`src/vgrc_pkg.sv`:
```
// Shared constants and types for the vertical gradient row color core.
// Field widths, register indexes and divider staging. No dependencies.
package vgrc_pkg;

  localparam int unsigned RowW     = 12;
  localparam int unsigned HeightW  = 13;
  localparam int unsigned ColorW   = 24;
  localparam int unsigned ChanW    = 8;
  localparam int unsigned NumChan  = 3;
  localparam int unsigned WeightW  = 8;
  localparam int unsigned CfgIdxW  = 2;

  // Weight bits resolved per divider stage
  localparam int unsigned DivBitsPerStage = 2;
  localparam int unsigned DivStages       = WeightW / DivBitsPerStage;

  localparam int unsigned MaxRowsDefault = 4096;

  // Register indexes of the configuration port
  localparam logic [CfgIdxW-1:0] RegTopColor    = 2'd0;
  localparam logic [CfgIdxW-1:0] RegBottomColor = 2'd1;
  localparam logic [CfgIdxW-1:0] RegHeight      = 2'd2;

  localparam logic [ColorW-1:0]  TopColorReset    = 24'h000000;
  localparam logic [ColorW-1:0]  BottomColorReset = 24'hFFFFFF;
  localparam logic [HeightW-1:0] HeightReset      = 13'd1;

  // Product of a 9-bit signed difference and a 9-bit signed weight
  localparam int unsigned ProdW = 2 * (ChanW + 1);

  typedef logic signed [ProdW-1:0] prod_t;

endpackage

```
`src/vertical_gradient_row_color_core.sv`:
```
// Vertical gradient row color core: throughput one row per cycle while the output
// is not stalled; the pipeline is the clamp stage, four 2-bit restoring divider
// stages, a multiply stage and an output stage.
// A stalled output holds the pipeline; empty stages fill while downstream waits.
// rst_ni is asynchronous active low: clears all valid bits and loads the
// register reset values (top 0x000000, bottom 0xFFFFFF, height 1).
module vertical_gradient_row_color_core
  import vgrc_pkg::*;
#(
  parameter int unsigned MAX_ROWS = MaxRowsDefault
) (
  input  logic               clk_i,
  input  logic               rst_ni,
  input  logic               cfg_we_i,
  input  logic [CfgIdxW-1:0] cfg_idx_i,
  input  logic [ColorW-1:0]  cfg_wdata_i,
  input  logic               in_valid_i,
  output logic               in_stall_o,
  input  logic [RowW-1:0]    row_index_i,
  output logic               out_valid_o,
  input  logic               out_stall_i,
  output logic [ColorW-1:0]  row_color_o,
  output logic               row_clamped_o
);

  localparam int unsigned NumStg = DivStages + 3;
  localparam int unsigned MulStg = DivStages + 1;
  localparam int unsigned OutStg = DivStages + 2;
  localparam logic [16:0] MaxRowsW = 17'(MAX_ROWS);

  // Configuration registers
  logic [ColorW-1:0]  top_q, bot_q;
  logic [HeightW-1:0] hgt_q;

  always_ff @(posedge clk_i or negedge rst_ni) begin
    if (!rst_ni) begin
      top_q <= TopColorReset;
      bot_q <= BottomColorReset;
      hgt_q <= HeightReset;
    end else if (cfg_we_i) begin
      case (cfg_idx_i)
        RegTopColor:    top_q <= cfg_wdata_i;
        RegBottomColor: bot_q <= cfg_wdata_i;
        RegHeight:      hgt_q <= cfg_wdata_i[HeightW-1:0];
        default:        ;
      endcase
    end
  end

  // Effective height; user must change config only with pipeline empty (unenforced)
  logic [HeightW-1:0] hgt_eff;
  always_comb begin
    hgt_eff = hgt_q;
    if (hgt_q == '0) begin
      hgt_eff = HeightW'(1);
    end else if ({4'b0, hgt_q} > MaxRowsW) begin
      hgt_eff = HeightW'(MAX_ROWS);
    end
  end

  // Stage control
  logic [NumStg-1:0] v_q;
  logic [NumStg-1:0] adv;

  always_comb begin
    adv[NumStg-1] = !v_q[NumStg-1] || !out_stall_i;
    for (int k = NumStg - 2; k >= 0; k--) begin
      adv[k] = !v_q[k] || adv[k+1];
    end
  end

  assign in_stall_o = !adv[0];

  always_ff @(posedge clk_i or negedge rst_ni) begin
    if (!rst_ni) begin
      v_q <= '0;
    end else begin
      if (adv[0]) v_q[0] <= in_valid_i;
      for (int k = 1; k < NumStg; k++) begin
        if (adv[k]) v_q[k] <= v_q[k-1];
      end
    end
  end

  // Stage payloads
  logic [HeightW-1:0] rem_q [DivStages+1];
  logic [WeightW-1:0] quo_q [DivStages+1];
  logic               clmp_q [NumStg];
  prod_t              prod_q [NumChan];
  logic [ColorW-1:0]  color_q;

  // Clamp the row to height-1
  logic [HeightW-1:0] row_c;
  logic               clmp_c;
  always_comb begin
    row_c  = {1'b0, row_index_i};
    clmp_c = 1'b0;
    if ({1'b0, row_index_i} >= hgt_eff) begin
      row_c  = hgt_eff - HeightW'(1);
      clmp_c = 1'b1;
    end
  end

  // Restoring division of row*256 by height, two quotient bits per stage
  logic [HeightW-1:0] rem_d [DivStages+1];
  logic [WeightW-1:0] quo_d [DivStages+1];
  always_comb begin
    logic [HeightW-1:0] r;
    logic [HeightW:0]   t;
    logic [WeightW-1:0] q;
    rem_d[0] = row_c;
    quo_d[0] = '0;
    for (int s = 1; s <= DivStages; s++) begin
      r = rem_q[s-1];
      q = quo_q[s-1];
      for (int b = 0; b < DivBitsPerStage; b++) begin
        t = {r, 1'b0};
        if (t >= {1'b0, hgt_eff}) begin
          r = HeightW'(t - {1'b0, hgt_eff});
          q = {q[WeightW-2:0], 1'b1};
        end else begin
          r = t[HeightW-1:0];
          q = {q[WeightW-2:0], 1'b0};
        end
      end
      rem_d[s] = r;
      quo_d[s] = q;
    end
  end

  // Channel products (bottom - top) * weight
  prod_t prod_d [NumChan];
  always_comb begin
    logic signed [ChanW:0] diff;
    logic signed [ChanW:0] wgt;
    wgt = $signed({1'b0, quo_q[DivStages]});
    for (int c = 0; c < NumChan; c++) begin
      diff = $signed({1'b0, bot_q[c*ChanW +: ChanW]})
           - $signed({1'b0, top_q[c*ChanW +: ChanW]});
      prod_d[c] = diff * wgt;
    end
  end

  // Divide by 256 toward zero and add the top channel
  logic [ColorW-1:0] color_d;
  always_comb begin
    prod_t step;
    prod_t sum;
    for (int c = 0; c < NumChan; c++) begin
      if (prod_q[c] < 0) begin
        step = (prod_q[c] + prod_t'(255)) >>> ChanW;
      end else begin
        step = prod_q[c] >>> ChanW;
      end
      sum = step + $signed({{(ProdW-ChanW){1'b0}}, top_q[c*ChanW +: ChanW]});
      color_d[c*ChanW +: ChanW] = sum[ChanW-1:0];
    end
  end

  always_ff @(posedge clk_i) begin
    if (adv[0]) begin
      rem_q[0]  <= rem_d[0];
      quo_q[0]  <= quo_d[0];
      clmp_q[0] <= clmp_c;
    end
    for (int s = 1; s <= DivStages; s++) begin
      if (adv[s]) begin
        rem_q[s]  <= rem_d[s];
        quo_q[s]  <= quo_d[s];
        clmp_q[s] <= clmp_q[s-1];
      end
    end
    if (adv[MulStg]) begin
      for (int c = 0; c < NumChan; c++) prod_q[c] <= prod_d[c];
      clmp_q[MulStg] <= clmp_q[MulStg-1];
    end
    if (adv[OutStg]) begin
      color_q        <= color_d;
      clmp_q[OutStg] <= clmp_q[OutStg-1];
    end
  end

  assign out_valid_o   = v_q[OutStg];
  assign row_color_o   = color_q;
  assign row_clamped_o = clmp_q[OutStg];

`ifndef NO_ASSERTIONS
  // Input backs up only behind a stalled result
  a_stall_cause: assert property (@(posedge clk_i) disable iff (!rst_ni)
    in_stall_o |-> (out_valid_o && out_stall_i))
    else $error("input stalled without a stalled result");

  // A full pipe behind a stalled result must stall the input
  a_full_stall: assert property (@(posedge clk_i) disable iff (!rst_ni)
    ((&v_q) && out_stall_i) |-> in_stall_o)
    else $error("full pipeline accepted an input");

  // Partial remainder stays below the divisor in the first and last divider stages
  a_rem_bound: assert property (@(posedge clk_i) disable iff (!rst_ni)
    (v_q[1] |-> (rem_q[1] < hgt_eff))
    and (v_q[DivStages] |-> (rem_q[DivStages] < hgt_eff)))
    else $error("divider remainder out of range");
`endif

endmodule
```
`config.mk`:
```
export PLATFORM = sky130hd
export DESIGN_NAME = vertical_gradient_row_color_core
export DESIGN_NICKNAME = d
export VERILOG_FILES = /design/src/vgrc_pkg.sv /design/src/vertical_gradient_row_color_core.sv
export SDC_FILE = /design/constraint.sdc
export NUM_CORES = 1
export LEC_CHECK = 0
export ABC_AREA = 0
export BUFFER_PORTS_ARGS = -buffer_cell sky130_fd_sc_hd__buf_2
export CAP_MARGIN = 20
export CORE_MARGIN = 5
export CORE_UTILIZATION = 65
export CTS_CLUSTER_DIAMETER = 150
export CTS_CLUSTER_SIZE = 28
export DETAILED_ROUTE_END_ITERATION = 10
export GPL_ROUTABILITY_DRIVEN = 0
export GPL_TIMING_DRIVEN = 0
export HOLD_SLACK_MARGIN = 0.15
export PLACE_DENSITY = 0.83
export SYNTH_ARGS = -nofsm -noshare
export SYNTH_HDL_FRONTEND = slang
export SYNTH_SLANG_ARGS = --single-unit
```
`constraint.sdc`:
```
create_clock -name clk_i -period 8.2 [get_ports clk_i]
set_input_delay 1.64 -clock clk_i [delete_from_list [all_inputs] [get_ports clk_i]]
set_output_delay 1.64 -clock clk_i [all_outputs]
set_load 0.02 [all_outputs]
```
==> results.md, run 1 <==
* Max-Cap Viols at 0
* Postcts setup bufs at 0
* Final setup TNS at 0 ps
* End of the worst hold path: quo_q[0][37]$_DFFE_PP_
* Worst Skew at around 18 ps
* Most frequent cells in the layout: inv_1 (387), ha_1 (266), nand2_1 (205)
* Finished Layout Cells at just under 3000
* Most common cell after layout, fill and taps aside: inv_1
* Status: complete, no violations
* EDFF count, synth at 154
* Slowest CP cell: or4_4
* Worst Setup SP: hgt_q[6]$_DFFE_PN0P_
* HP Class: reg2reg
* RR Endpoint: rem_q[0][47]$_DFFE_PP_
* CP delay by family, top: compound AO/OA/AOI/OAI gates
* RSZ-0062 raised after global routing: no
* Core area at 35700 µm²
* Crit. End Element: register
* Share of layout cells above drive strength 1 at 0.103
* All-Layer GR Usage at 0.276
* Maximum clock frequency at between 0.1 and 0.15 GHz
* Worst-margin pin slew at between 900 and 1000 ps
* CP bufs+invs at 3
* Final setup violation count at 0
* WP data arrival at 8060 ps
* RR Startpoint: hgt_q[6]$_DFFE_PN0P_
* Reg2Reg Setup Slack at approximately 400 ps
* Cts bufs inserted at 11
* Element type at the critical path start: register
* Crit path max fanout at 10
* CTS tree: built
* Syn avg cell area at 9.77 µm²
* Remaining global-route overflow at 0
* Site Rows at 69
* Fill cells at 2562
* R2R cell count at 24
* Die area at 40100 µm²
* Die Y at 200 µm
* I/O Buffers at 69
* Fin Hold WS at 431 ps
* Worst-Skew Late Latency at between 400 and 500 ps
* Number of antenna violations at the first check in global routing at 0
* Root buf cell: clkbuf_16
* Req. time, crit path at roughly 8500 ps
* Initial core utilization at 0.659
* Cells after Synth at 2406
* Post-DRT Antenna Nets at 0
* Final Hold Vio Count at 0
* Vias per std cell at 5.97
* Synthesized area at 23500 µm²
* DP Wirelength at approximately 44000 µm
* Reg clk slew, reported paths at 120 ps
* Hold Crit Depth at 0
* Pins Over Slew Limit at 0
* DR WL/cell at around 19 µm
* Mapped Nets at 2905
* Synthesis warning total at 0
* Drt first pass iters at 5
* Via Count at 17654
* CP cell instances: or4_4 -> buf_6 -> or3b_4 -> o21ai_1 -> nand2_2 -> ha_1 -> a21o_1 -> a221oi_1 -> a21oi_1 -> o21ai_0 -> a21oi_1 -> nor2_2 -> clkbuf_2 -> mux2_2 -> ha_1 -> o21a_1 -> o41ai_2 -> nor3_1 -> a211oi_1 -> nor2_1 -> a41oi_1 -> o211ai_1 -> clkbuf_2 -> mux2_2
* Drc violations at 0
* Synthesis-to-finish area growth at 5.69%
* Post-synthesis sequential area ratio at 0.271
* CP Class: reg2reg
* # H-tree levels at 1
* Final period util at 0.952
* First DRT Iteration DRCs at around 1200
* Register area at approximately 6400 µm²
* Most used DFF post-synth: edfxtp_1
* Asr flop ratio synth at 0.306
* Slew HR at 0.352
* N_diodes at 0
* Max incr delay on CP at between 500 and 600 ps
* #FFs+latches synth at approximately 220
* Worst-case clock buffer depth at 3
* Period minus WS final at 7800 ps
* Post-Place Cells at 2939
* First-pass GRT wire length at just over 90000 µm
* Vias in the first global route at 18447
* Largest net degree at the start of global routing at 43
* IO Pins at 70
* Min-delay src: quo_q[0][27]$_DFFE_PP_
* Die Width at approximately 200 µm
* Final WL at 55500 µm
* Multi-input logic area at 15500 µm²
* Fin nets at between 2000 and 3000
* Netlist cell types at 74
* Clock sink count at 222
[state kept, by name, summed over array words and instances, names as in the netlist]
signal / cells
v_q: 7
row_color_o: 24
top_q: 24
quo_q: 20
clmp_q: 7
prod_q: 51
rem_q: 52
hgt_q: 13
bot_q: 24
[cell type report]
class                      count  area share
sequential                   222       0.256
inverter                     389      0.0589
clock buffer                  17      0.0124
buffer                        51     0.00851
tap                          461      0.0232
multi-input combinational   1744       0.624
timing repair buffer          73      0.0167
[timing repair]
action                                  4_1_cts  5_1_grt
gates resized for setup                       5       11
endpoints found under the setup margin       18       35
hold buffers                                  0        0
[worst max path at each step]
stage | cells past startpoint | end | slack (ps)
4_1_cts | 23 | rem_q[0][47]$_DFFE_PP_ | 0.004
5_1_grt | 24 | rem_q[0][47]$_DFFE_PP_ | 40
6_report | 24 | rem_q[0][47]$_DFFE_PP_ | 400
2_1_floorplan | 24 | rem_q[0][43]$_DFFE_PP_ | 1380
3_3_place_gp | 24 | rem_q[0][49]$_DFFE_PP_ | 6
3_5_place_dp | 24 | rem_q[0][47]$_DFFE_PP_ | -280
[kinds of logic after synthesis]
logic type / Yosys count / share of synthesized area
xor gates and xnor gates: 168 / 0.0626
adders and majority gates: 456 / 0.303
buffers and inverters: 440 / 0.0710
DFF: 222 / 0.271
and+or+nand+nor: 644 / 0.137
AOI/OAI and AO/OA: 359 / 0.0995
muxes: 117 / 0.0559
[cell usage after synthesis, types with 10 or more instances]
library cell,number,area share
edfxtp_1,154,0.20
o21bai_1,17,0.0054
fa_1,190,0.16
dfstp_2,25,0.028
xor2_1,43,0.016
and2_1,80,0.021
inv_1,388,0.062
o21ai_0,85,0.018
o21a_1,16,0.0051
o211ai_1,10,0.0032
clkbuf_1,47,0.0075
nand2b_1,29,0.0077
nand4_1,11,0.0029
and3_1,23,0.0061
nor2_1,98,0.016
nor3_1,33,0.0070
ha_1,266,0.14
nand3_1,49,0.010
a211oi_1,14,0.0045
a21o_1,42,0.013
nand2_1,212,0.034
mux2_2,110,0.053
xnor2_1,125,0.047
dfrtp_1,43,0.046
a21boi_0,15,0.0048
or3_1,15,0.0040
nor4_1,11,0.0029
nor2b_1,58,0.015
a21oi_1,92,0.020
[worst register-to-register path, stage by stage, from the launching register on]
cell and delay, ps:
dfrtp_1 470, or4_4 540, buf_6 160, or3b_4 410
o21ai_1 350, nand2_2 310, ha_1 450, a21o_1 200
a221oi_1 500, a21oi_1 260, o21ai_0 220, a21oi_1 120
nor2_2 290, clkbuf_2 330, mux2_2 400, ha_1 310
o21a_1 160, o41ai_2 320, nor3_1 130, a211oi_1 350
nor2_1 140, a41oi_1 230, o211ai_1 290, clkbuf_2 320
mux2_2 320
[layer usage]
metal / vias up / global-route usage / wire length, µm
met5: - / 0 / 0
met1: 8654 / 0.343 / 21700
li1: 8234 / - / -
met2: 603 / 0.490 / 27500
met3: 163 / 0.0306 / 3310
met4: 0 / 0.122 / 2900
[stage by stage]
stage	instance area [µm²]	utilization	worst slack, ps
after floorplan	23500	-	1380
after global placement	24400	0.685	5.78
after detailed placement	24500	0.687	-277
after CTS	24800	0.696	0.00444
after global routing	24800	0.697	35.1
final	24800	0.697	396
Power of run 1 is not shown: default switching activity piles up to over one toggle a cycle in this logic, so the estimate is an artifact.
==> inputs of run 2 (changes only) <==
--- a/config.mk
+++ b/config.mk
@@ -8,6 +8,7 @@
 export ABC_AREA = 0
 export BUFFER_PORTS_ARGS = -buffer_cell sky130_fd_sc_hd__buf_2
 export CAP_MARGIN = 20
+export CORE_ASPECT_RATIO = 1.25
 export CORE_MARGIN = 5
 export CORE_UTILIZATION = 65
 export CTS_CLUSTER_DIAMETER = 150
==> run 2 against run 1 <==
Non-clock buffer count fell by 1. Largest cell class unchanged. Wire length rose by 0.12%. Hold slack got worse by 6.2 ps. Highest routed layer unchanged. Global-route usage rose by 0.13 points.
==> results.md, run 2 (synthesis gave the netlist of run 1 again) <==
* Crit path max fanout at 10 (unchanged)
* Place WS at -372 ps (-94.3 ps)
* Most frequent cells in the layout: inv_1 (387), ha_1 (266), nand2_1 (204)
* Worst-Skew Late Latency at 490 ps (about the same)
* IO Pins at 70 (unchanged)
* Status: complete, no violations
* Post-layout instance area at 24800 µm² (about the same)
* Initial core utilization at 0.661 (+0.00195)
* Vias per std cell at 5.94 (-0.43%)
* Cts bufs inserted at 11 (unchanged)
* Max-Cap Viols at 0 (unchanged)
* R2R cell count at 24 (unchanged)
* Vias in the first global route at 19012 (+3.1%)
* Worst Setup SP: hgt_q[6]$_DFFE_PN0P_
* Pins Over Slew Limit at 0 (unchanged)
* Worst Skew at 18.9 ps (+0.659 ps)
* # H-tree levels at 1 (unchanged)
* Number of antenna violations at the first check in global routing at 0 (unchanged)
* CTS tree: built
* Root buf cell: clkbuf_16
* Max reg flops at 52 (unchanged)
* Period minus WS final at 7790 ps (-13.1 ps)
* Final WL at 55500 µm (+0.12%)
* Maximum clock frequency at 0.128 GHz (+0.17%)
* Most common cell after layout, fill and taps aside: inv_1
* Worst-margin pin slew at 982 ps (+10.4 ps)
* First DRT Iteration DRCs at 1033 (-17%)
* Share of layout cells above drive strength 1 at 0.103 (+0.000442)
* Crit. End Element: register
* Remaining global-route overflow at 0 (unchanged)
* First-pass GRT wire length at 91300 µm (about the same)
* Regs by FF count: rem_q (52), prod_q (51)
* RSZ-0062 raised after global routing: no
* Final Hold Vio Count at 0 (unchanged)
* RR Startpoint: hgt_q[6]$_DFFE_PN0P_
* CTS Hold Buffers Added at 0 (unchanged)
* WP data arrival at 8040 ps (-20 ps)
* Element type at the critical path start: register
* Drc violations at 0 (unchanged)
* All-Layer GR Usage at 0.277 (+0.00126)
* Reg2Reg Setup Slack at 410 ps (about the same)
* Via Count at 17649 (-0.028%)
* HP Class: reg2reg
* Die Width at 180 µm (-10%)
* Site Rows at 77 (+12%)
* Post-DRT Antenna Nets at 0 (unchanged)
* Final setup violation count at 0 (unchanged)
* Die area at 40100 µm² (about the same)
* DR WL/cell at 18.7 µm (-0.28%)
* CP Capture Point: rem_q[0][49]$_DFFE_PP_
* Synthesis-to-finish area growth at 5.62% (about the same)
* Reg clk slew, reported paths at 110 ps (about the same)
* CP Class: reg2reg
* Req. time, crit path at 8450 ps (about the same)
* Placement Cell Area at 24500 µm² (about the same)
* Worst-case clock buffer depth at 3 (unchanged)
* Largest net degree at the start of global routing at 69 (+60%)
* Core area at 35600 µm² (-0.29%)
* Clock sink count at 222 (unchanged)
* Fin nets at 2990 (-0.033%)
* RR Endpoint: rem_q[0][49]$_DFFE_PP_
* Setup WS post-layout at 409 ps (+13.1 ps)
* Slew HR at 0.342 (-0.00980)
* Final period util at 0.950 (-0.00159)
* N_diodes at 0 (unchanged)
* Drt first pass iters at 5 (unchanged)
* Die Y at 223 µm (+11%)
* I/O Buffers at 69 (unchanged)
* Largest Register: rem_q
* DP Wirelength at 44600 µm (+0.58%)
[run 2: timing repair]
| item | CTS | global route |
|---|---|---|
| setup endpoints to repair | 19 | 35 |
| resized for setup | 10 | 8 |
| pin swaps | 0 | 1 |
| endpoints found under the hold margin | 0 | 0 |
| setup buffers | 0 | 2 |
[run 2: layout make-up]
class,count,area [µm²]
Fill cell,2594,10700
Buffer,51,213
Timing Repair Buffer,72,383
Inverter,389,1460
Tap cell,474,593
Clock buffer,17,308
Sequential cell,222,6360
Multi-Input combinational cell,1744,15500
[run 2: metrics by stage]
stage                     setup TNS [ps]  instances   util  hold slack, ps
after global placement             -2130       2949  0.687             401
after CTS                              0       2967  0.698             428
after floorplan                        0       2406      -             400
final                                  0       2969  0.698             425
after global routing                   0       2969  0.698             444
after detailed placement           -3990       2950  0.688             405
[run 2: per-layer routing]
metal / global-route usage / wire length, µm / vias up / part of all wire
li1: - / - / 8223 / -
met1: 0.309 / 19900 / 8590 / 0.36
met2: 0.507 / 28400 / 613 / 0.51
met3: 0.0321 / 3160 / 223 / 0.057
met4: 0.168 / 4070 / 0 / 0.073
met5: 0 / 0 / - / 0
[run 2: worst min path at each step]
| stage | from | end | slack, ps | cells past startpoint |
|---|---|---|---|---|
| 6_report | quo_q[0][26]$_DFFE_PP_ | quo_q[0][36]$_DFFE_PP_ | 420 | 0 |
| 5_1_grt | clmp_q[1]$_DFFE_PP_ | clmp_q[2]$_DFFE_PP_ | 440 | 0 |
| 4_1_cts | clmp_q[1]$_DFFE_PP_ | clmp_q[2]$_DFFE_PP_ | 430 | 0 |
| 3_5_place_dp | clmp_q[1]$_DFFE_PP_ | clmp_q[2]$_DFFE_PP_ | 400 | 0 |
| 3_3_place_gp | clmp_q[2]$_DFFE_PP_ | clmp_q[3]$_DFFE_PP_ | 400 | 0 |
| 2_1_floorplan | clmp_q[0]$_DFFE_PN_ | clmp_q[1]$_DFFE_PP_ | 400 | 0 |
[run 2: critical path: stages, from the launching register on]
cell	delay (ps)
dfrtp_1	460
or4_4	530
buf_6	160
or3b_4	410
o21ai_1	320
nand2_2	310
ha_1	440
a21o_1	200
a221oi_1	440
a21oi_1	240
o21ai_0	220
a21oi_1	130
nor2_2	270
clkbuf_2	330
mux2_2	390
ha_1	310
o21a_1	160
o41ai_1	400
nor3_1	140
a211oi_1	360
nor2_1	140
a41oi_1	250
o211ai_1	290
clkbuf_2	330
mux2_2	330
Power of run 2 is left out for the same reason.
